===== src/sv/olist_pkg.sv =====
// Shared types and constants for the ordered list block.
// No dependencies; imported by the controller, the datapath and the top level.
package olist_pkg;

    localparam int KIND_W = 2;
    localparam int POS_W  = 7;
    localparam int DATA_W = 32;

    // operation requested by an input item
    typedef enum logic [KIND_W-1:0] {
        K_INSERT = 2'd0,
        K_DELETE = 2'd1,
        K_FIND   = 2'd2,
        K_READ   = 2'd3
    } kind_t;

    // result status code
    typedef enum logic [1:0] {
        ST_OK       = 2'd0,
        ST_RANGE    = 2'd1,
        ST_FULL     = 2'd2,
        ST_NOTFOUND = 2'd3
    } status_t;

    // controller to datapath commands
    typedef struct packed {
        logic load;
        logic setup;
        logic walk;
        logic finish;
        logic emit;
    } ol_cmd_t;

    // datapath to controller status
    typedef struct packed {
        status_t chk;
        logic    no_walk;
        logic    at_end;
        logic    match;
        logic    out_free;
    } ol_sts_t;

endpackage


===== src/sv/olist_ram.sv =====
// Generic single-clock RAM: one write port, one read port, registered read data.
// No dependencies.
module olist_ram #(
    parameter int WIDTH = 32,
    parameter int DEPTH = 64
) (
    input  logic                                   clk,
    input  logic                                   we,
    input  logic [(DEPTH > 1 ? $clog2(DEPTH) : 1)-1:0] waddr,
    input  logic [WIDTH-1:0]                       wdata,
    input  logic [(DEPTH > 1 ? $clog2(DEPTH) : 1)-1:0] raddr,
    output logic [WIDTH-1:0]                       rdata
);

    logic [WIDTH-1:0] mem_reg [DEPTH];
    logic [WIDTH-1:0] rdata_reg;

    // write port and registered read port
    always_ff @(posedge clk)
    begin
        if (we)
        begin
            mem_reg[waddr] <= wdata;
        end
        rdata_reg <= mem_reg[raddr];
    end

    assign rdata = rdata_reg;

endmodule


===== src/sv/olist_ctrl.sv =====
// Controller state machine for the ordered list block.
// Depends on olist_pkg; drives commands into olist_dp and reads its status.
module olist_ctrl
    import olist_pkg::*;
(
    input  logic    clk,
    input  logic    rst_n,
    input  logic    in_valid,
    output logic    in_stall,
    input  ol_sts_t sts,
    output ol_cmd_t cmd
);

    typedef enum logic [2:0] {
        S_IDLE,
        S_START,
        S_WALK,
        S_DRAIN,
        S_FINISH,
        S_DONE
    } state_t;

    state_t state_reg;
    state_t state_next;

    // next state
    always_comb
    begin
        state_next = state_reg;
        case (state_reg)
            S_IDLE:
            begin
                if (in_valid)
                begin
                    state_next = S_START;
                end
            end
            S_START:
            begin
                if (sts.chk != ST_OK)
                begin
                    state_next = S_DONE;
                end
                else if (sts.no_walk)
                begin
                    state_next = S_FINISH;
                end
                else
                begin
                    state_next = S_WALK;
                end
            end
            S_WALK:
            begin
                if (sts.match)
                begin
                    state_next = S_FINISH;
                end
                else if (sts.at_end)
                begin
                    state_next = S_DRAIN;
                end
            end
            S_DRAIN:
            begin
                state_next = S_FINISH;
            end
            S_FINISH:
            begin
                state_next = S_DONE;
            end
            S_DONE:
            begin
                if (sts.out_free)
                begin
                    state_next = S_IDLE;
                end
            end
            default:
            begin
                state_next = S_IDLE;
            end
        endcase
    end

    // state register
    always_ff @(posedge clk or negedge rst_n)
    begin
        if (!rst_n)
        begin
            state_reg <= S_IDLE;
        end
        else
        begin
            state_reg <= state_next;
        end
    end

    // commands decoded from state
    always_comb
    begin
        cmd.load   = (state_reg == S_IDLE) && in_valid;
        cmd.setup  = (state_reg == S_START);
        cmd.walk   = (state_reg == S_WALK);
        cmd.finish = (state_reg == S_FINISH);
        cmd.emit   = (state_reg == S_DONE) && sts.out_free;
    end

    assign in_stall = (state_reg != S_IDLE);

    // the last read always comes back before the finishing step
    a_drain_finish: assert property (@(posedge clk) disable iff (!rst_n)
        (state_reg == S_DRAIN) |=> (state_reg == S_FINISH))
        else $error("drain not followed by finish");

    // a failed check goes straight to the result
    a_err_done: assert property (@(posedge clk) disable iff (!rst_n)
        (state_reg == S_START && sts.chk != ST_OK) |=> (state_reg == S_DONE))
        else $error("failed check did not go to result");

    // a blocked result holds the controller
    a_done_hold: assert property (@(posedge clk) disable iff (!rst_n)
        (state_reg == S_DONE && !sts.out_free) |=> (state_reg == S_DONE))
        else $error("result dropped while output blocked");

endmodule


===== src/sv/olist_dp.sv =====
// Datapath for the ordered list block: element memory, count, walk index,
// result and output registers. Depends on olist_pkg and olist_ram.
module olist_dp
    import olist_pkg::*;
#(
    parameter int CAPACITY = 64
) (
    input  logic              clk,
    input  logic              rst_n,
    input  ol_cmd_t           cmd,
    output ol_sts_t           sts,
    input  logic [KIND_W-1:0] kind,
    input  logic [POS_W-1:0]  position,
    input  logic [DATA_W-1:0] value,
    input  logic              out_stall,
    output logic              out_valid,
    output logic [1:0]        status,
    output logic [DATA_W-1:0] item_value,
    output logic [POS_W-1:0]  found_position,
    output logic [POS_W-1:0]  list_length
);

    localparam int AW = (CAPACITY > 1) ? $clog2(CAPACITY) : 1;
    localparam int CW = $clog2(CAPACITY + 1);
    localparam int WW = ((CW > POS_W) ? CW : POS_W) + 1;

    // latched item
    kind_t             kind_reg;
    logic [POS_W-1:0]  pos_reg;
    logic [DATA_W-1:0] val_reg;

    // list state and walk
    logic [CW-1:0]     cnt_reg;
    logic [AW-1:0]     idx_reg;
    logic [AW-1:0]     end_reg;
    logic              desc_reg;
    logic              rd_vld_reg;
    logic [AW-1:0]     rd_addr_reg;

    // result
    logic [DATA_W-1:0] item_reg;
    logic [POS_W-1:0]  found_reg;
    logic              hit_reg;
    status_t           st_reg;

    // output stage
    logic              out_valid_reg;
    logic [1:0]        out_status_reg;
    logic [DATA_W-1:0] out_item_reg;
    logic [POS_W-1:0]  out_found_reg;
    logic [POS_W-1:0]  out_len_reg;

    // memory ports
    logic              we;
    logic [AW-1:0]     waddr;
    logic [DATA_W-1:0] wdata;
    logic [DATA_W-1:0] rd_data;

    // widened copies for compares
    logic [WW-1:0]     pos_w;
    logic [WW-1:0]     cnt_w;
    logic [WW-1:0]     cap_w;
    logic [WW-1:0]     pm1_w;
    logic [WW-1:0]     cm1_w;
    logic [WW-1:0]     found_w;
    logic [AW-1:0]     pm1_a;
    logic [AW-1:0]     cm1_a;
    logic              at_end;
    logic              match;
    logic              first_rd;
    logic              out_free;
    status_t           chk;
    logic              no_walk;

    assign pos_w   = WW'(pos_reg);
    assign cnt_w   = WW'(cnt_reg);
    assign cap_w   = WW'(CAPACITY);
    assign pm1_w   = pos_w - WW'(1);
    assign cm1_w   = cnt_w - WW'(1);
    assign pm1_a   = pm1_w[AW-1:0];
    assign cm1_a   = cm1_w[AW-1:0];
    assign found_w = WW'(rd_addr_reg) + WW'(1);

    assign at_end   = (idx_reg == end_reg);
    assign match    = rd_vld_reg && (kind_reg == K_FIND) && (rd_data == val_reg) && !hit_reg;
    assign first_rd = (rd_addr_reg == pm1_a);
    assign out_free = !out_valid_reg || !out_stall;

    // position and capacity checks on the latched item
    always_comb
    begin
        chk     = ST_OK;
        no_walk = 1'b0;
        case (kind_reg)
            K_INSERT:
            begin
                if (pos_reg == '0 || pos_w > cnt_w + WW'(1))
                begin
                    chk = ST_RANGE;
                end
                else if (cnt_w == cap_w)
                begin
                    chk = ST_FULL;
                end
                no_walk = (pos_w == cnt_w + WW'(1));
            end
            K_DELETE, K_READ:
            begin
                if (pos_reg == '0 || pos_w > cnt_w)
                begin
                    chk = ST_RANGE;
                end
            end
            K_FIND:
            begin
                if (cnt_reg == '0)
                begin
                    chk = ST_NOTFOUND;
                end
            end
            default:
            begin
                chk = ST_OK;
            end
        endcase
    end

    // memory write: shift step on returned data, or the new value at the end of insert
    always_comb
    begin
        we    = 1'b0;
        waddr = rd_addr_reg;
        wdata = rd_data;
        if (cmd.finish && kind_reg == K_INSERT)
        begin
            we    = 1'b1;
            waddr = pm1_a;
            wdata = val_reg;
        end
        else if (rd_vld_reg && kind_reg == K_INSERT)
        begin
            we    = 1'b1;
            waddr = rd_addr_reg + AW'(1);
        end
        else if (rd_vld_reg && kind_reg == K_DELETE && !first_rd)
        begin
            we    = 1'b1;
            waddr = rd_addr_reg - AW'(1);
        end
    end

    olist_ram #(
        .WIDTH(DATA_W),
        .DEPTH(CAPACITY)
    ) u_ram (
        .clk  (clk),
        .we   (we),
        .waddr(waddr),
        .wdata(wdata),
        .raddr(idx_reg),
        .rdata(rd_data)
    );

    // item capture, walk control and result registers
    always_ff @(posedge clk)
    begin
        if (cmd.load)
        begin
            kind_reg <= kind_t'(kind);
            pos_reg  <= position;
            val_reg  <= value;
        end

        if (cmd.setup)
        begin
            st_reg    <= chk;
            item_reg  <= '0;
            found_reg <= '0;
            hit_reg   <= 1'b0;
            case (kind_reg)
                K_INSERT:
                begin
                    idx_reg  <= cm1_a;
                    end_reg  <= pm1_a;
                    desc_reg <= 1'b1;
                end
                K_DELETE:
                begin
                    idx_reg  <= pm1_a;
                    end_reg  <= cm1_a;
                    desc_reg <= 1'b0;
                end
                K_FIND:
                begin
                    idx_reg  <= '0;
                    end_reg  <= cm1_a;
                    desc_reg <= 1'b0;
                end
                default:
                begin
                    idx_reg  <= pm1_a;
                    end_reg  <= pm1_a;
                    desc_reg <= 1'b0;
                end
            endcase
        end
        else
        begin
            if (cmd.walk && !at_end)
            begin
                idx_reg <= desc_reg ? (idx_reg - AW'(1)) : (idx_reg + AW'(1));
            end
            if (rd_vld_reg && (kind_reg == K_READ || (kind_reg == K_DELETE && first_rd)))
            begin
                item_reg <= rd_data;
            end
            if (match)
            begin
                found_reg <= found_w[POS_W-1:0];
                hit_reg   <= 1'b1;
            end
            if (cmd.finish && kind_reg == K_FIND)
            begin
                st_reg <= hit_reg ? ST_OK : ST_NOTFOUND;
            end
        end

        rd_addr_reg <= idx_reg;

        if (cmd.emit)
        begin
            out_status_reg <= st_reg;
            out_item_reg   <= item_reg;
            out_found_reg  <= found_reg;
            out_len_reg    <= cnt_w[POS_W-1:0];
        end
    end

    // control registers: count, read-return flag, output valid
    always_ff @(posedge clk or negedge rst_n)
    begin
        if (!rst_n)
        begin
            cnt_reg       <= '0;
            rd_vld_reg    <= 1'b0;
            out_valid_reg <= 1'b0;
        end
        else
        begin
            rd_vld_reg <= cmd.walk;
            if (cmd.finish && kind_reg == K_INSERT)
            begin
                cnt_reg <= cnt_reg + CW'(1);
            end
            else if (cmd.finish && kind_reg == K_DELETE)
            begin
                cnt_reg <= cnt_reg - CW'(1);
            end
            if (cmd.emit)
            begin
                out_valid_reg <= 1'b1;
            end
            else if (!out_stall)
            begin
                out_valid_reg <= 1'b0;
            end
        end
    end

    // status to controller
    always_comb
    begin
        sts.chk      = chk;
        sts.no_walk  = no_walk;
        sts.at_end   = at_end;
        sts.match    = match;
        sts.out_free = out_free;
    end

    assign out_valid      = out_valid_reg;
    assign status         = out_status_reg;
    assign item_value     = out_item_reg;
    assign found_position = out_found_reg;
    assign list_length    = out_len_reg;

    // length never beyond capacity
    a_cnt_cap: assert property (@(posedge clk) disable iff (!rst_n)
        cnt_w <= cap_w)
        else $error("list length above capacity");

    // an insert only completes into a list with room
    a_ins_room: assert property (@(posedge clk) disable iff (!rst_n)
        (cmd.finish && kind_reg == K_INSERT) |-> (cnt_w < cap_w))
        else $error("insert completed into full list");

    // writes stay inside the used part of the list plus one
    a_wr_range: assert property (@(posedge clk) disable iff (!rst_n)
        we |-> (WW'(waddr) <= cnt_w))
        else $error("memory write beyond list end");

endmodule


===== src/sv/ordered_list_insert_delete_search.sv =====
// Positional list of signed 32-bit words in one RAM of CAPACITY entries.
// An item is accepted, checked, walks the RAM one entry a cycle, then finishes and
// loads its result; insert and delete walk n-p+1 entries, find to the first match or n,
// read one; append skips the walk, and a rejected item goes straight to the result.
// One item at a time: the next is taken in the cycle after the result is loaded.
// Reset clears the length and control state; the RAM is not cleared.
module ordered_list_insert_delete_search
    import olist_pkg::*;
#(
    parameter int CAPACITY = 64
) (
    input  logic              clk,
    input  logic              rst_n,
    input  logic              in_valid,
    output logic              in_stall,
    input  logic [KIND_W-1:0] kind,
    input  logic [POS_W-1:0]  position,
    input  logic [DATA_W-1:0] value,
    output logic              out_valid,
    input  logic              out_stall,
    output logic [1:0]        status,
    output logic [DATA_W-1:0] item_value,
    output logic [POS_W-1:0]  found_position,
    output logic [POS_W-1:0]  list_length
);

    ol_cmd_t cmd;
    ol_sts_t sts;

    // sequencing
    olist_ctrl u_ctrl (
        .clk     (clk),
        .rst_n   (rst_n),
        .in_valid(in_valid),
        .in_stall(in_stall),
        .sts     (sts),
        .cmd     (cmd)
    );

    // storage and result path
    olist_dp #(
        .CAPACITY(CAPACITY)
    ) u_dp (
        .clk           (clk),
        .rst_n         (rst_n),
        .cmd           (cmd),
        .sts           (sts),
        .kind          (kind),
        .position      (position),
        .value         (value),
        .out_stall     (out_stall),
        .out_valid     (out_valid),
        .status        (status),
        .item_value    (item_value),
        .found_position(found_position),
        .list_length   (list_length)
    );

endmodule

===== config.mk =====
export PLATFORM = sky130hd
export DESIGN_NAME = ordered_list_insert_delete_search
export DESIGN_NICKNAME = d
export VERILOG_FILES = /design/src/sv/olist_pkg.sv /design/src/sv/olist_ram.sv /design/src/sv/olist_ctrl.sv /design/src/sv/olist_dp.sv /design/src/sv/ordered_list_insert_delete_search.sv
export SDC_FILE = /design/constraint.sdc
export NUM_CORES = 2
export LEC_CHECK = 0
export ABC_AREA = 1
export BUFFER_PORTS_ARGS = -buffer_cell sky130_fd_sc_hd__clkbuf_2
export CAP_MARGIN = 20
export CORE_MARGIN = 4
export CORE_UTILIZATION = 40
export CTS_CLUSTER_DIAMETER = 30
export DETAILED_ROUTE_END_ITERATION = 10
export GPL_TIMING_DRIVEN = 0
export HOLD_SLACK_MARGIN = 0.15
export SLEW_MARGIN = 30
export SYNTH_ARGS = -nofsm -noshare
export SYNTH_HDL_FRONTEND = slang
export SYNTH_SLANG_ARGS = --single-unit

===== constraint.sdc =====
create_clock -name clk -period 6.65 [get_ports clk]
set_input_delay 1.33 -clock clk [delete_from_list [all_inputs] [get_ports clk]]
set_output_delay 1.33 -clock clk [all_outputs]
set_load 0.01 [all_outputs]

# Word level (Yosys, flattened, before mapping)
# Memories as Yosys holds them, arrays and structs flattened. A register that Yosys moved wholly into a read port is not among the register bits.
# Index checks and enable logic that the tools add are counted.
# op_classes
add_sub_neg,10
n_lt_le_gt_ge,2
mux,35
n_eq_ne,17
n_reduce_logical,35
# op_table
operator,count
$mux 6,7
$eq 32x32->1,1
$mux 32,1
$sub 6x1->6 const B,4
$mux 3,6
$pmux 3 s6,1
$logic_and 1x1->1,14
$logic_not 7->1,2
$mux 7,2
$add 6x1->6 const B,2
$eq 6x6->1,2
$mux 2,6
$pmux 6 s2,1
$mux 1,10
$add 7x1->8 const B,1
$eq 7x8->1,1
$gt 7x8->1,1
$reduce_bool 2->1,4
$add 6x1->7 const B,1
$add 7x1->7 const B,1
$eq 7x7->1 const B,1
$gt 7x7->1,1
$sub 7x1->7 const B,1
$eq 3x2->1 const B,2
other kinds (15),26
# word_totals
memories,1
out_inout_bits,50
ram_bits,2048
elab_cells,119
reg_bits,162
# mem_list
name,depth,width,read_ports,rd_ports_with_merged_regs,wr,line,text
u_dp.u_ram.mem_reg,64,32,1,1,1,olist_ram.sv:15,logic [WIDTH-1:0] mem_reg [DEPTH];

# Logic depth before layout (Yosys ltp)
# depth
word_depth,9
ltp_mapped,19

# Cells and area by module
# From an unflattened synthesis, not the netlist that was laid out.
# hier_totals
cells_unflattened,7705
area_unflattened_um2,90969.7
# by_module_without_submodules
module,n_inst,cells_each,area_per_inst_um2,seq_area_each_um2
olist_ram,1,6769,82738.1,62139.6
olist_dp,1,896,7966.4,4269.1
olist_ctrl,1,40,265.3,75.1

# Worst setup path after synthesis
# No wires, ideal clock.
# synth_timing
path_type,flip-flop to flip-flop
from,register u_dp.kind_reg[0]
to,memory u_dp.u_ram.mem_reg[0][0] (data pin)
arrival_ns,3.967
stages_incl_launch_ff,9
setup_slack_ns,1.981
required_ns,5.948
synth_period_minus_slack_ns,4.669
path_cell_list,edfxtp_1 > inv_1 > ha_1 > buf_2 > inv_1 > nor2_1 > clkbuf_1 > buf_1 > o21ai_0
# synth_via
elab_chain_cells,3
# synth_lines
item,line,text
start: declaration,olist_dp.sv:28,kind_t kind_reg;
start signal: assignment,olist_dp.sv:169,kind_reg <= kind_t'(kind);
$logic_not 2->1,olist_dp.sv:134,if (cmd.finish && kind_reg == K_INSERT)
$logic_and 1x1->1,olist_dp.sv:134,
$mux 32,olist_dp.sv:134,
named net u_dp.u_ram.wdata[0],olist_ram.sv:10,"input logic [WIDTH-1:0] wdata,"
end: declaration,olist_ram.sv:15,
# The timed path passes the listed nets, and every way through them passes these cells.

==> results_dict.tcl <==
set metrics [dict create \
    r2r_slack_ns 0.98 \
    initial_core_util_pct 40.2 \
    die_area_mm2 0.229 \
    finalMaxSlewViolations 0 \
    power_density_mw_per_mm2 578 \
    rsz0062_at_grt "no" \
    die_w_um 478 \
    worstPathMaxFanout 10 \
    postCtsHoldBufs 0 \
    finalClockSkew_ns 0.0804 \
    cp_data_arrival_time_ns 6.48 \
    grt_first_pass_wirelength_um 531000 \
    final_util_pct 52.2 \
    fmax_ghz 0.176 \
    reg2reg_from "u_dp.idx_reg[2]" \
    syn_area_per_cell_um2 12.9 \
    drt-pass1-iter-count 9 \
    vias 68379 \
    cts_max_level 5 \
    largest_reg_flops 2048 \
    swShare_pct 41.5 \
    cts_tree "done" \
    grt_use_total_pct 33.7 \
    coreArea_mm2 0.220 \
    drc 0 \
    postRouteAntennaNets 0 \
    drive_gt1_share_pct 17.1 \
    async_flop_share_pct 0.535 \
    cp-end-kind "flip-flop" \
    crit_path_start_kind "flip-flop" \
    rr_endpoint "u_dp.u_ram.rdata[6]" \
    synth_top_area_share_pct 73.0 \
    worst_pin_slew_ns 1.21 \
    grt.overflow.total 0 \
    root_buffer "clkbuf_16" \
    post_cts_buffers 0 \
    synthesis.nets 6943 \
    areaGrowthSynthToFinish_pct 29.8 \
    die_h_um 478 \
    gr-usage-met1_pct 42.9 \
    fin_setup_tns_ns 0 \
    clkSinkCount 2242 \
    cts_resized 0 \
    p_comb_share_pct 37.7 \
    setup.worst_path.class "reg -> reg" \
    startpoint "u_dp.idx_reg[2]" \
    use_met2_pct 48.2 \
    reg2reg_depth 8 \
    syn_area_mm2 0.0885 \
    synth_top_flop_cell "edfxtp_1" \
    finalSetupViolCount 0 \
    crit_required_ns 7.46 \
    clockPowerShare_pct 34.2 \
    synth_area_leaders "edfxtp_1 (73%), o21ai_0 (7.8%), nor2_1 (6.3%)" \
    vias_per_cell 6.21 \
    port_buffers 94 \
    synthTopCellsByCount "edfxtp_1 (2152), nor2_1 (1478), o21ai_0 (1377)" \
    switchingPower_mw 27.6 \
    yosysUniqueCellTypes 47 \
    drt_iter0_drc 13042 \
    cts.path.max_buffers 4 \
    fin_crit_sh_pct 85.2 \
    post-dp-hpwl_um 286000 \
    final_hold_viol_count 0 \
    synth_top_area_cell "edfxtp_1" \
    top_usage_layer "met2" \
    antenna_found_initial 36 \
    first_global_vias 63972 \
    slew_headroom_pct 19.1 \
    grt_max_degree 54 \
    synth_cells 6864 \
    p_seq_share_pct 28.1 \
    critPathCapture "u_dp.u_ram.rdata[6]" \
    ys_ff_latch 2242 \
    boundaryPins 95 \
    nets 7732 \
    status "completed" \
    fin_crit_ns 5.67 \
    p_leak_nw 38.6 \
    cts_buffers 451 \
    synth_edf_count 2152 \
    vdd_drop_max_mv 0.346 \
    place.gp.congestion 1.02 \
    internal_power_mw 38.9 \
    yosysWarningCount 0 \
    finalWirelength_um 397000 \
    gr-usage-met3_pct 12.8 \
    clkTransAtPathRegs_ns 0.05 \
    clk_latency_ns 1.02 \
    core.rowCount 172 \
    wl_per_cell_um 36.1 \
    fin_total_pwr_mw 66.5 \
    hp-class "in -> async" \
    post-synth-top-count-cell "edfxtp_1" \
    synth_seq_area_share_pct 75.1 \
    finalHoldWorstSlack_ns 0.263 \
    max_cap_viol_count 0 \
]
[final cells by class]
cell class              count  area, um2
fillers                 18157     105000
well taps                2958       3700
flip-flops and latches   2242      66500
clock buffers             510      11600
repair buffers            336       6550
inverters                  93        349
multi-input cells        4060      20600
clock inverters           308       3590
plain buffers             469       2000
diodes                     27       67.6
[power groups by stage]
| stage | Combinational, mW | Clock [mW] | Sequential (mW) |
|---|---|---|---|
| after floorplan | 10.1 | 0 | 19.1 |
| after global placement | 21.3 | 0 | 19.9 |
| after detailed placement | 23.5 | 0 | 18.9 |
| after CTS | 23.6 | 22.7 | 18.7 |
| after global routing | 25.1 | 23.4 | 18.7 |
| final | 25.1 | 22.7 | 18.7 |
[worst max-delay path: stages (launching register included)]
cell and delay, ns:
edfxtp_1 0.72, inv_1 0.51, buf_2 0.76, clkbuf_2 0.75, clkbuf_1 0.63, o21ai_0 0.50
o22ai_1 0.34, o21ai_0 0.35, o22ai_2 0.85
[worst min path at each step]
stage	end	slack [ns]	depth (start not counted)	startpoint
finish	u_dp.cnt_reg[6]	0.26	1	rst_n
global route	u_ctrl.state_reg[0]	0.26	1	rst_n
CTS	u_ctrl.state_reg[0]	0.24	1	rst_n
detailed placement	u_dp.rd_addr_reg[5]	0.36	0	u_dp.idx_reg[5]
global placement	u_dp.rd_addr_reg[5]	0.36	0	u_dp.idx_reg[5]
floorplan	u_dp.rd_addr_reg[5]	0.35	0	u_dp.idx_reg[5]
[stage by stage]
| stage | cells | instance area, um2 | worst slack (ns) |
|---|---|---|---|
| after floorplan | 6864 | 88500 | 1.98 |
| after global placement | 9916 | 92700 | -4.91 |
| after detailed placement | 10158 | 99600 | 1.46 |
| after CTS | 10976 | 115000 | 1.44 |
| after global routing | 10977 | 115000 | 1.35 |
| final | 11003 | 115000 | 0.983 |
[routing by layer]
layer	vias up	part of all wire [%]
li1	27361	-
met1	33702	35
met2	6015	42
met3	1289	15
met4	12	7.7
met5	-	0.018
[cell usage in the layout (no fill, tap or decap), drive strengths merged, types with 6 or more instances in the layout]
cell type,instances
nor3,10
edfxtp,2152
nor2,1484
o21ai,1384
xnor2,18
o21bai,6
a21oi,55
xor2,22
bufinv,65
or2,14
ha,32
a31oi,12
nand4,17
diode,27
dfrtp,12
o32ai,29
clkinvlp,56
o22ai,613
inv,140
o221ai,7
nand3,59
nand2,277
dfxtp,78
clkinv,140
clkbuf,936
buf,379
[cell families after synthesis]
family                   Yosys count  synth area share, %
XOR/XNOR                          40                0.396
flip-flops                      2242                 75.1
adder cells (fa/ha/maj)           34                0.498
buffers and inverters            562                 2.60
AO/OA/AOI/OAI                   2117                 13.1
AND/OR/NAND/NOR                 1869                 8.32
No activity file was read; power rests on OpenSTA's default activity.
